==> src/hw/rtl/apts_pkg.sv <==
package apts_pkg;

  // default number of thread slots; the main thread takes the next id
  localparam int MAX_THREADS_DEF = 8;

  localparam int ID_W    = 4;
  localparam int ENTRY_W = 16;
  localparam int ARG_W   = 8;
  localparam int DLY_W   = 8;
  localparam int PRI_W   = 8;
  localparam int ST_W    = 3;
  localparam int MODE_W  = 2;

  // request kinds
  localparam logic [MODE_W-1:0] MODE_SPAWN = 2'd0;
  localparam logic [MODE_W-1:0] MODE_TICK  = 2'd1;
  localparam logic [MODE_W-1:0] MODE_EXIT  = 2'd2;

  // result status codes
  localparam logic [ST_W-1:0] ST_NO_SWITCH = 3'd0;
  localparam logic [ST_W-1:0] ST_SWITCHED  = 3'd1;
  localparam logic [ST_W-1:0] ST_NO_FREE   = 3'd2;
  localparam logic [ST_W-1:0] ST_NONE_RDY  = 3'd3;
  localparam logic [ST_W-1:0] ST_MAIN_EXIT = 3'd4;

  localparam logic [PRI_W-1:0] PRI_MAX = '1;

endpackage

==> src/hw/rtl/aging_priority_thread_scheduler.sv <==
// channel  | handshake            | payload
// ---------+----------------------+---------------------------------------------
// request  | in_valid / in_ready  | mode, entry_point, argument, start_delay
// result   | out_valid / out_ready| status, thread_id, run_entry, run_arg,
//          |                      | run_is_main
//
// One request at a time. A spawn takes a free slot and queues it; a tick, or
// an exit of a spawned thread, walks the queued threads and, on a switch,
// rotates the ready queue to the chosen thread; the walk handles one queue
// entry at a time through the registered reads of the queue and slot memories.
// Synchronous reset clears control state; the result register holds a finished
// result while the next request is taken, and a stalled result stalls the
// following request only at its end.
module aging_priority_thread_scheduler #(
  parameter int MAX_THREADS = apts_pkg::MAX_THREADS_DEF
) (
  input  logic                             clk,
  input  logic                             rst,
  input  logic                             in_valid,
  output logic                             in_ready,
  input  logic [apts_pkg::MODE_W-1:0]      mode,
  input  logic [apts_pkg::ENTRY_W-1:0]     entry_point,
  input  logic [apts_pkg::ARG_W-1:0]       argument,
  input  logic [apts_pkg::DLY_W-1:0]       start_delay,
  output logic                             out_valid,
  input  logic                             out_ready,
  output logic [apts_pkg::ST_W-1:0]        status,
  output logic [apts_pkg::ID_W-1:0]        thread_id,
  output logic [apts_pkg::ENTRY_W-1:0]     run_entry,
  output logic [apts_pkg::ARG_W-1:0]       run_arg,
  output logic                             run_is_main
);

  import apts_pkg::*;

  localparam int SW  = $clog2(MAX_THREADS);
  localparam int FCW = $clog2(MAX_THREADS + 1);
  localparam int QD  = MAX_THREADS + 1;
  localparam int QAW = $clog2(QD);
  localparam int QCW = $clog2(QD + 1);
  localparam int IW  = ENTRY_W + ARG_W;
  localparam logic [ID_W-1:0] MAIN_ID = ID_W'(MAX_THREADS);

  typedef enum logic [3:0] {
    S_IDLE, S_SP_RD, S_SP_WR, S_W_RDQ, S_W_RDS, S_W_UPD, S_W_END,
    S_ROT_RD, S_ROT_CHK, S_REP_RD, S_REP_OUT
  } state_t;

  state_t state;

  // control registers
  logic [ID_W-1:0]        running_id;
  logic [PRI_W-1:0]       main_prio;
  logic [QAW-1:0]         rq_head;
  logic [QCW-1:0]         rq_cnt;
  logic [SW-1:0]          fl_head;
  logic [FCW-1:0]         fl_cnt;
  logic [MAX_THREADS-1:0] slot_vld;
  logic [MAX_THREADS-1:0] fl_vld;
  logic [QCW-1:0]         walk_i;
  logic [QAW-1:0]         walk_ptr;
  logic [ID_W-1:0]        best;
  logic [PRI_W-1:0]       best_prio;
  logic                   found;
  logic [ID_W-1:0]        cur_q;
  logic [ID_W-1:0]        target;
  logic [ST_W-1:0]        rep_st;
  logic [ID_W-1:0]        rep_id;

  // request payload
  logic [MODE_W-1:0]  req_mode;
  logic [ENTRY_W-1:0] req_entry;
  logic [ARG_W-1:0]   req_arg;
  logic [DLY_W-1:0]   req_dly;

  // memory ports
  logic              info_we, info_re, dly_we, dly_re, pri_we, pri_re;
  logic              rq_we, rq_re, fl_we, fl_re;
  logic [SW-1:0]     info_wa, info_ra, dly_wa, dly_ra, pri_wa, pri_ra;
  logic [SW-1:0]     fl_wa, fl_ra, fl_wd, fl_rd;
  logic [QAW-1:0]    rq_wa, rq_ra;
  logic [ID_W-1:0]   rq_wd, rq_rd;
  logic [IW-1:0]     info_wd, info_rd;
  logic [DLY_W-1:0]  dly_wd, dly_rd;
  logic [PRI_W-1:0]  pri_wd, pri_rd;

  function automatic logic [QAW-1:0] q_add(input logic [QAW-1:0] a,
                                           input logic [QCW-1:0] b);
    logic [QCW:0] s;
    s = (QCW+1)'(a) + (QCW+1)'(b);
    if (s >= (QCW+1)'(QD)) s = s - (QCW+1)'(QD);
    return s[QAW-1:0];
  endfunction

  function automatic logic [SW-1:0] f_add(input logic [SW-1:0] a,
                                          input logic [FCW-1:0] b);
    logic [FCW:0] s;
    s = (FCW+1)'(a) + (FCW+1)'(b);
    if (s >= (FCW+1)'(MAX_THREADS)) s = s - (FCW+1)'(MAX_THREADS);
    return s[SW-1:0];
  endfunction

  function automatic logic [PRI_W-1:0] sat_inc(input logic [PRI_W-1:0] p);
    return (p == PRI_MAX) ? p : p + PRI_W'(1);
  endfunction

  logic              in_acc;
  logic              cur_is_slot, run_is_slot, best_is_slot;
  logic [DLY_W-1:0]  cur_dly, cur_dly_next;
  logic [PRI_W-1:0]  cur_prio;
  logic [SW-1:0]     spawn_slot;
  logic [QAW-1:0]    rq_tail;
  logic [SW-1:0]     fl_tail;

  assign in_ready     = (state == S_IDLE) && !rst;
  assign in_acc       = in_valid && in_ready;
  assign cur_is_slot  = cur_q < MAIN_ID;
  assign run_is_slot  = running_id < MAIN_ID;
  assign best_is_slot = best < MAIN_ID;
  assign rq_tail      = q_add(rq_head, rq_cnt);
  assign fl_tail      = f_add(fl_head, fl_cnt);
  assign spawn_slot   = fl_vld[fl_head] ? fl_rd : fl_head;

  // slot values of the walked thread; unspawned slots read as zero, main has no delay
  always_comb begin
    cur_dly  = '0;
    cur_prio = main_prio;
    if (cur_is_slot) begin
      cur_dly  = slot_vld[cur_q[SW-1:0]] ? dly_rd : '0;
      cur_prio = slot_vld[cur_q[SW-1:0]] ? pri_rd : '0;
    end
    cur_dly_next = (cur_dly != '0) ? cur_dly - DLY_W'(1) : cur_dly;
  end

  // memory control per state
  always_comb begin
    info_we = 1'b0; info_wa = spawn_slot; info_wd = {req_entry, req_arg};
    info_re = 1'b0; info_ra = rep_id[SW-1:0];
    dly_we  = 1'b0; dly_wa = cur_q[SW-1:0]; dly_wd = cur_dly_next;
    dly_re  = 1'b0; dly_ra = rq_rd[SW-1:0];
    pri_we  = 1'b0; pri_wa = cur_q[SW-1:0]; pri_wd = sat_inc(cur_prio);
    pri_re  = 1'b0; pri_ra = rq_rd[SW-1:0];
    rq_we   = 1'b0; rq_wa = rq_tail; rq_wd = running_id;
    rq_re   = 1'b0; rq_ra = walk_ptr;
    fl_we   = 1'b0; fl_wa = fl_tail; fl_wd = running_id[SW-1:0];
    fl_re   = 1'b0; fl_ra = fl_head;
    case (state)
      S_IDLE: begin
        // tick resets the running slot's priority to one
        if (in_acc && mode == MODE_TICK && run_is_slot) begin
          pri_we = 1'b1;
          pri_wa = running_id[SW-1:0];
          pri_wd = PRI_W'(1);
        end
      end
      S_SP_RD: fl_re = 1'b1;
      S_SP_WR: begin
        info_we = 1'b1;
        dly_we  = 1'b1; dly_wa = spawn_slot; dly_wd = req_dly;
        pri_we  = 1'b1; pri_wa = spawn_slot; pri_wd = PRI_W'(1);
        rq_we   = 1'b1; rq_wd = ID_W'(spawn_slot);
      end
      S_W_RDQ: rq_re = (walk_i != rq_cnt);
      S_W_RDS: begin
        dly_re = rq_rd < MAIN_ID;
        pri_re = rq_rd < MAIN_ID;
      end
      S_W_UPD: begin
        if (req_mode == MODE_TICK) begin
          dly_we = cur_is_slot && (cur_dly != '0);
          if (cur_dly_next == '0) begin
            if (cur_prio > best_prio) begin
              pri_we = best_is_slot;
              pri_wa = best[SW-1:0];
              pri_wd = sat_inc(best_prio);
            end else begin
              pri_we = cur_is_slot;
            end
          end
        end
      end
      S_W_END: begin
        if (req_mode == MODE_TICK) begin
          rq_we = (best != running_id);
        end else begin
          fl_we = found;
        end
      end
      S_ROT_RD: begin
        rq_re = 1'b1;
        rq_ra = rq_head;
      end
      S_ROT_CHK: begin
        rq_we = (rq_rd != target);
        rq_wd = rq_rd;
      end
      S_REP_RD: info_re = rep_id < MAIN_ID;
      default: ;
    endcase
  end

  // sequencer, queue pointers and result register
  always_ff @(posedge clk) begin
    if (rst) begin
      state      <= S_IDLE;
      running_id <= MAIN_ID;
      main_prio  <= '0;
      rq_head    <= '0;
      rq_cnt     <= '0;
      fl_head    <= '0;
      fl_cnt     <= FCW'(MAX_THREADS);
      slot_vld   <= '0;
      fl_vld     <= '0;
      out_valid  <= 1'b0;
    end else begin
      if (out_valid && out_ready && state != S_REP_OUT) out_valid <= 1'b0;
      case (state)
        S_IDLE: begin
          if (in_acc) begin
            req_mode  <= mode;
            req_entry <= entry_point;
            req_arg   <= argument;
            req_dly   <= start_delay;
            rep_id    <= running_id;
            walk_i    <= '0;
            walk_ptr  <= rq_head;
            found     <= 1'b0;
            best      <= running_id;
            best_prio <= run_is_slot ? PRI_W'(1) : '0;
            case (mode)
              MODE_SPAWN: begin
                if (fl_cnt == '0) begin
                  rep_st <= ST_NO_FREE;
                  state  <= S_REP_RD;
                end else begin
                  rep_st <= ST_NO_SWITCH;
                  state  <= S_SP_RD;
                end
              end
              MODE_TICK: begin
                if (!run_is_slot) main_prio <= '0;
                rep_st <= ST_NO_SWITCH;
                state  <= S_W_RDQ;
              end
              MODE_EXIT: begin
                if (!run_is_slot) begin
                  rep_st <= ST_MAIN_EXIT;
                  state  <= S_REP_RD;
                end else begin
                  rep_st <= ST_NO_SWITCH;
                  state  <= S_W_RDQ;
                end
              end
              default: begin
                rep_st <= ST_NO_SWITCH;
                state  <= S_REP_RD;
              end
            endcase
          end
        end
        S_SP_RD: state <= S_SP_WR;
        S_SP_WR: begin
          slot_vld[spawn_slot] <= 1'b1;
          fl_head <= f_add(fl_head, FCW'(1));
          fl_cnt  <= fl_cnt - FCW'(1);
          rq_cnt  <= rq_cnt + QCW'(1);
          rep_id  <= ID_W'(spawn_slot);
          state   <= S_REP_RD;
        end
        S_W_RDQ: begin
          state <= (walk_i == rq_cnt) ? S_W_END : S_W_RDS;
        end
        S_W_RDS: begin
          cur_q <= rq_rd;
          state <= S_W_UPD;
        end
        S_W_UPD: begin
          if (req_mode == MODE_TICK) begin
            if (cur_dly_next == '0) begin
              if (cur_prio > best_prio) begin
                if (!best_is_slot) main_prio <= sat_inc(best_prio);
                best      <= cur_q;
                best_prio <= cur_prio;
              end else if (!cur_is_slot) begin
                main_prio <= sat_inc(cur_prio);
              end
            end
          end else if (cur_dly == '0 && (!found || cur_prio > best_prio)) begin
            best      <= cur_q;
            best_prio <= cur_prio;
            found     <= 1'b1;
          end
          walk_i   <= walk_i + QCW'(1);
          walk_ptr <= q_add(walk_ptr, QCW'(1));
          state    <= S_W_RDQ;
        end
        S_W_END: begin
          target <= best;
          if (req_mode == MODE_TICK) begin
            if (best == running_id) begin
              state <= S_REP_RD;
            end else begin
              rq_cnt <= rq_cnt + QCW'(1);
              state  <= S_ROT_RD;
            end
          end else if (!found) begin
            rep_st <= ST_NONE_RDY;
            state  <= S_REP_RD;
          end else begin
            fl_vld[fl_tail] <= 1'b1;
            fl_cnt <= fl_cnt + FCW'(1);
            state  <= S_ROT_RD;
          end
        end
        S_ROT_RD: state <= S_ROT_CHK;
        S_ROT_CHK: begin
          rq_head <= q_add(rq_head, QCW'(1));
          if (rq_rd == target) begin
            rq_cnt     <= rq_cnt - QCW'(1);
            running_id <= rq_rd;
            rep_id     <= rq_rd;
            rep_st     <= ST_SWITCHED;
            state      <= S_REP_RD;
          end else begin
            state <= S_ROT_RD;
          end
        end
        S_REP_RD: state <= S_REP_OUT;
        S_REP_OUT: begin
          if (!out_valid || out_ready) begin
            out_valid   <= 1'b1;
            status      <= rep_st;
            thread_id   <= rep_id;
            run_is_main <= (rep_id >= MAIN_ID);
            run_entry   <= (rep_id < MAIN_ID) ? info_rd[IW-1:ARG_W] : '0;
            run_arg     <= (rep_id < MAIN_ID) ? info_rd[ARG_W-1:0] : '0;
            state       <= S_IDLE;
          end
        end
        default: state <= S_IDLE;
      endcase
    end
  end

  // slot entry and argument
  apts_ram #(.W(IW), .D(MAX_THREADS)) u_info (
    .clk(clk), .we(info_we), .waddr(info_wa), .wdata(info_wd),
    .re(info_re), .raddr(info_ra), .rdata(info_rd)
  );

  // slot start delays
  apts_ram #(.W(DLY_W), .D(MAX_THREADS)) u_dly (
    .clk(clk), .we(dly_we), .waddr(dly_wa), .wdata(dly_wd),
    .re(dly_re), .raddr(dly_ra), .rdata(dly_rd)
  );

  // slot priorities
  apts_ram #(.W(PRI_W), .D(MAX_THREADS)) u_pri (
    .clk(clk), .we(pri_we), .waddr(pri_wa), .wdata(pri_wd),
    .re(pri_re), .raddr(pri_ra), .rdata(pri_rd)
  );

  // ready queue ring
  apts_ram #(.W(ID_W), .D(QD)) u_rq (
    .clk(clk), .we(rq_we), .waddr(rq_wa), .wdata(rq_wd),
    .re(rq_re), .raddr(rq_ra), .rdata(rq_rd)
  );

  // free list ring
  apts_ram #(.W(SW), .D(MAX_THREADS)) u_fl (
    .clk(clk), .we(fl_we), .waddr(fl_wa), .wdata(fl_wd),
    .re(fl_re), .raddr(fl_ra), .rdata(fl_rd)
  );

endmodule

==> src/hw/rtl/apts_ram.sv <==
module apts_ram #(
  parameter int W = 8,
  parameter int D = 8
) (
  input  logic                 clk,
  input  logic                 we,
  input  logic [$clog2(D)-1:0] waddr,
  input  logic [W-1:0]         wdata,
  input  logic                 re,
  input  logic [$clog2(D)-1:0] raddr,
  output logic [W-1:0]         rdata
);

  logic [W-1:0] mem [D];

  // one write port, one registered read port
  always_ff @(posedge clk) begin
    if (we) begin
      mem[waddr] <= wdata;
    end
    if (re) begin
      rdata <= mem[raddr];
    end
  end

endmodule
==> config.mk <==
export PLATFORM = sky130hd
export DESIGN_NAME = aging_priority_thread_scheduler
export DESIGN_NICKNAME = d
export VERILOG_FILES = /design/src/hw/rtl/apts_pkg.sv /design/src/hw/rtl/aging_priority_thread_scheduler.sv /design/src/hw/rtl/apts_ram.sv
export SDC_FILE = /design/constraint.sdc
export NUM_CORES = 1
export LEC_CHECK = 0
export BUFFER_PORTS_ARGS = -buffer_cell sky130_fd_sc_hd__buf_2
export CAP_MARGIN = 10
export CORE_UTILIZATION = 30
export DETAILED_ROUTE_END_ITERATION = 12
export SETUP_SLACK_MARGIN = 0.02
export SYNTH_ARGS = -nofsm -noshare
export SYNTH_HDL_FRONTEND = slang
export SYNTH_SLANG_ARGS = --single-unit
==> constraint.sdc <==
create_clock -name clk -period 4.9 [get_ports clk]
set_clock_uncertainty 0.05 [all_clocks]
set_input_delay 0.98 -clock clk [delete_from_list [all_inputs] [get_ports clk]]
set_output_delay 0.98 -clock clk [all_outputs]
set_load 0.01 [all_outputs]
==> run metrics <==
outcome completed; main flop type after synthesis edfxtp_1; Overflow after GRT 0; max-cap check violation count 0; #FFs+latches synth around 580; placed insts around 2600; RSZ-0062 raised after global routing no; most frequent cells in the layout 529 x edfxtp_1, 141 x nor2_1, 96 x mux4_2, 79 x nand2_1, 71 x buf_2; Post-Synth Adder-Cell Area between 1.5 and 2%; Mean Syn Cell Area approximately 16 um2; count of final setup violators 0; largest net degree at the start of global routing 50; Yosys cell types between 70 and 80; DP Worst Slack between 0.1 and 0.15 ns; Crit Path Max Fanout 10; Tcrit/Tclk final 91.9%; PwrDens 466 nW/um2; port bufs between 70 and 80; Synth Area in XOR/XNOR under 10%; static leakage between 9 and 10 nW; wire per inst between 15 and 20 um; post-synthesis sequential area ratio a little over two thirds; CTS tree yes; Via Count 13341; post-synthesis mux area share about an eighth; Peak Freq 222 MHz; Clk Tree Root Cell clkbuf_16; worst-case clock buffer depth 3; Mapped Cells 1496; Final Wtd Congestion a little under 0.9; Layout fillers about 7500; Final Hold Fails 0; Clock transition at path regs around 0.060 ns; setup TNS 0 ns; final core occ between 30% and 40%; vias per cell 4.92; Core Rows 103; synthesized net count ~1600; Required @ worst endpoint roughly 5.2 ns; commonest non-fill, non-tap cell in the layout edfxtp_1; Post-synth EDFFs roughly 530; Die Ht between 200 and 300 um; Num CTS Buffers 57; die area ~80000 um2; DR pass1 iterations 6; first-pass GRT wire length between 80000 and 90000 um; worst slew pin tran around 1.0 ns; Final Non-Filler Cells roughly 2700; Starting Density a little under a third; crit path DAT approximately 4.8 ns; Ports 72; hold_buf cts 0; Post-synth ARST share 0%; Syn. warnings 0; Relative slew margins 29.7%; synthesis-to-finish area growth 15.4%; Final Net Count ~1700; Die Wd between 200 and 300 um; worst-skew pair later-pin latency about 0.65 ns; Routed Antenna Nets 0; Compound-Gate Fraction of Synth Area under 10%; Core ar. approximately 80000 um2; area of the multi-input gates roughly 7000 um2; # diodes 0; fin crit period roughly 4.5 ns; vias in the first global route roughly 14000; Post-route DRC 0; largest family of logic cells by synthesized area multiplexers; Crit. End Element flop; initial antenna violation count 3; Routed WL about 54000 um; critical path class flop to flop; Syn Std Cell Area between 20000 and 25000 um2; Worst setup SP type flop; Final Slew Violations 0; simple-gate portion of the synthesized area between 7 and 8%; 1st-iter DRT viols between 1000 and 1500; clock sinks slightly below 600; share of cells above drive strength 1 between 20% and 30%; final worst setup slack between 0.3 and 0.4 ns; GRT Overall Usage 13.3%; worst min-delay path class flop to flop; DP HPWL approximately 34000 um; VDD IR max ~0.33 mV; Reg area ~17000 um2; # H-tree levels 2
-- final cells by class --
type | count | share of cell area (%)
Clock inverter | 37 | 1.35
Clock buffer | 69 | 5.28
Tap cell | 1050 | 4.71
Timing Repair Buffer | 125 | 2.73
Sequential cell | 577 | 60.4
Inverter | 33 | 0.444
Multi-Input combinational cell | 823 | 25.1
-- synthesized netlist by cell type (11+ instances only) --
cell / count / area share [%]
a21o_1: 11 / 0.34
a21oi_1: 53 / 1.1
buf_1: 14 / 0.22
clkbuf_1: 38 / 0.59
dfxtp_1: 48 / 4.0
edfxtp_1: 529 / 66
ha_1: 30 / 1.6
inv_1: 31 / 0.48
mux2_2: 48 / 2.2
mux2i_1: 21 / 0.87
mux4_2: 96 / 8.9
nand2_1: 79 / 1.2
nand2b_1: 16 / 0.41
nand3_1: 28 / 0.58
nor2_1: 155 / 2.4
nor2b_1: 30 / 0.78
nor3_1: 24 / 0.50
o21ai_0: 31 / 0.64
or3_1: 11 / 0.28
xnor2_1: 27 / 0.98
xor2_1: 18 / 0.65
-- stage by stage --
step	total power [mW]	hold WS, ns	cell area [um2]
after floorplan	7.98	0.350	24200
after global placement	8.73	0.397	26000
after detailed placement	8.80	0.408	26000
after CTS	13.1	0.410	27900
after global routing	13.6	0.414	27900
final	13.0	0.417	27900
-- report_power, final --
group	total [mW]	leakage, nW	switching (mW)	internal (mW)
combinational	2.47	3.10	1.52	0.951
clock	4.30	0.895	1.88	2.42
sequential	6.23	5.20	0.277	5.96
total	13.0	9.19	3.68	9.33
-- worst max-delay path, cell delays in order, from the launching register on --
cell and delay (ns):
edfxtp_1 0.49, buf_4 0.19, nor2b_1 0.27, nand2_1 0.11
and3_2 0.34, a22o_1 0.30, ha_1 0.30, nor2b_1 0.13
o211ai_1 0.19, a21oi_1 0.16, o211ai_1 0.36, a21o_1 0.23
mux2_1 0.39, a211o_1 0.38, nor2_1 0.13, buf_4 0.19
-- routing by layer --
metal	global-route usage, %	up-vias	wire (um)
met2	21.8	379	26000
met3	2.41	89	2960
met5	0	-	19
li1	-	6048	-
met1	17.9	6821	23800
met4	3.82	4	1130
-- path summary, 6_finish.rpt --
kind                    start         endpoint  slack (ns)  depth (start not counted)
setup / recovery     cur_q[2]  u_pri.mem[6][5]        0.40                         15
hold / removal    slot_vld[4]      slot_vld[4]        0.42                          2
setup reg to reg     cur_q[2]  u_pri.mem[6][5]        0.40                         15
hold reg to reg   slot_vld[4]      slot_vld[4]        0.42                          2
-- flip-flops by register name, summed over array words and instances (netlist names), 16 cells and up --
name and flops:
u_info.mem 192, u_rq.mem 36, u_dly.mem 64, u_info.rdata 24, u_fl.mem 24, u_pri.mem 64
req_entry 16, run_entry 16
-- cells by family (layout without fill, tap and decap cells) --
logic type	after synthesis	in the layout
compound gates	189	189
xor+xnor	45	45
fa+ha+maj	34	34
buf+inv	96	264
flops	577	577
mux	167	167
simple gates	388	388
-- what timing repair did --
action / 4_1_cts / 5_1_grt
endpoints found under the setup margin: 0 / 37
gates resized for setup: 0 / 8
setup buffers: 0 / 1
No activity file was read; power rests on OpenSTA's default activity.
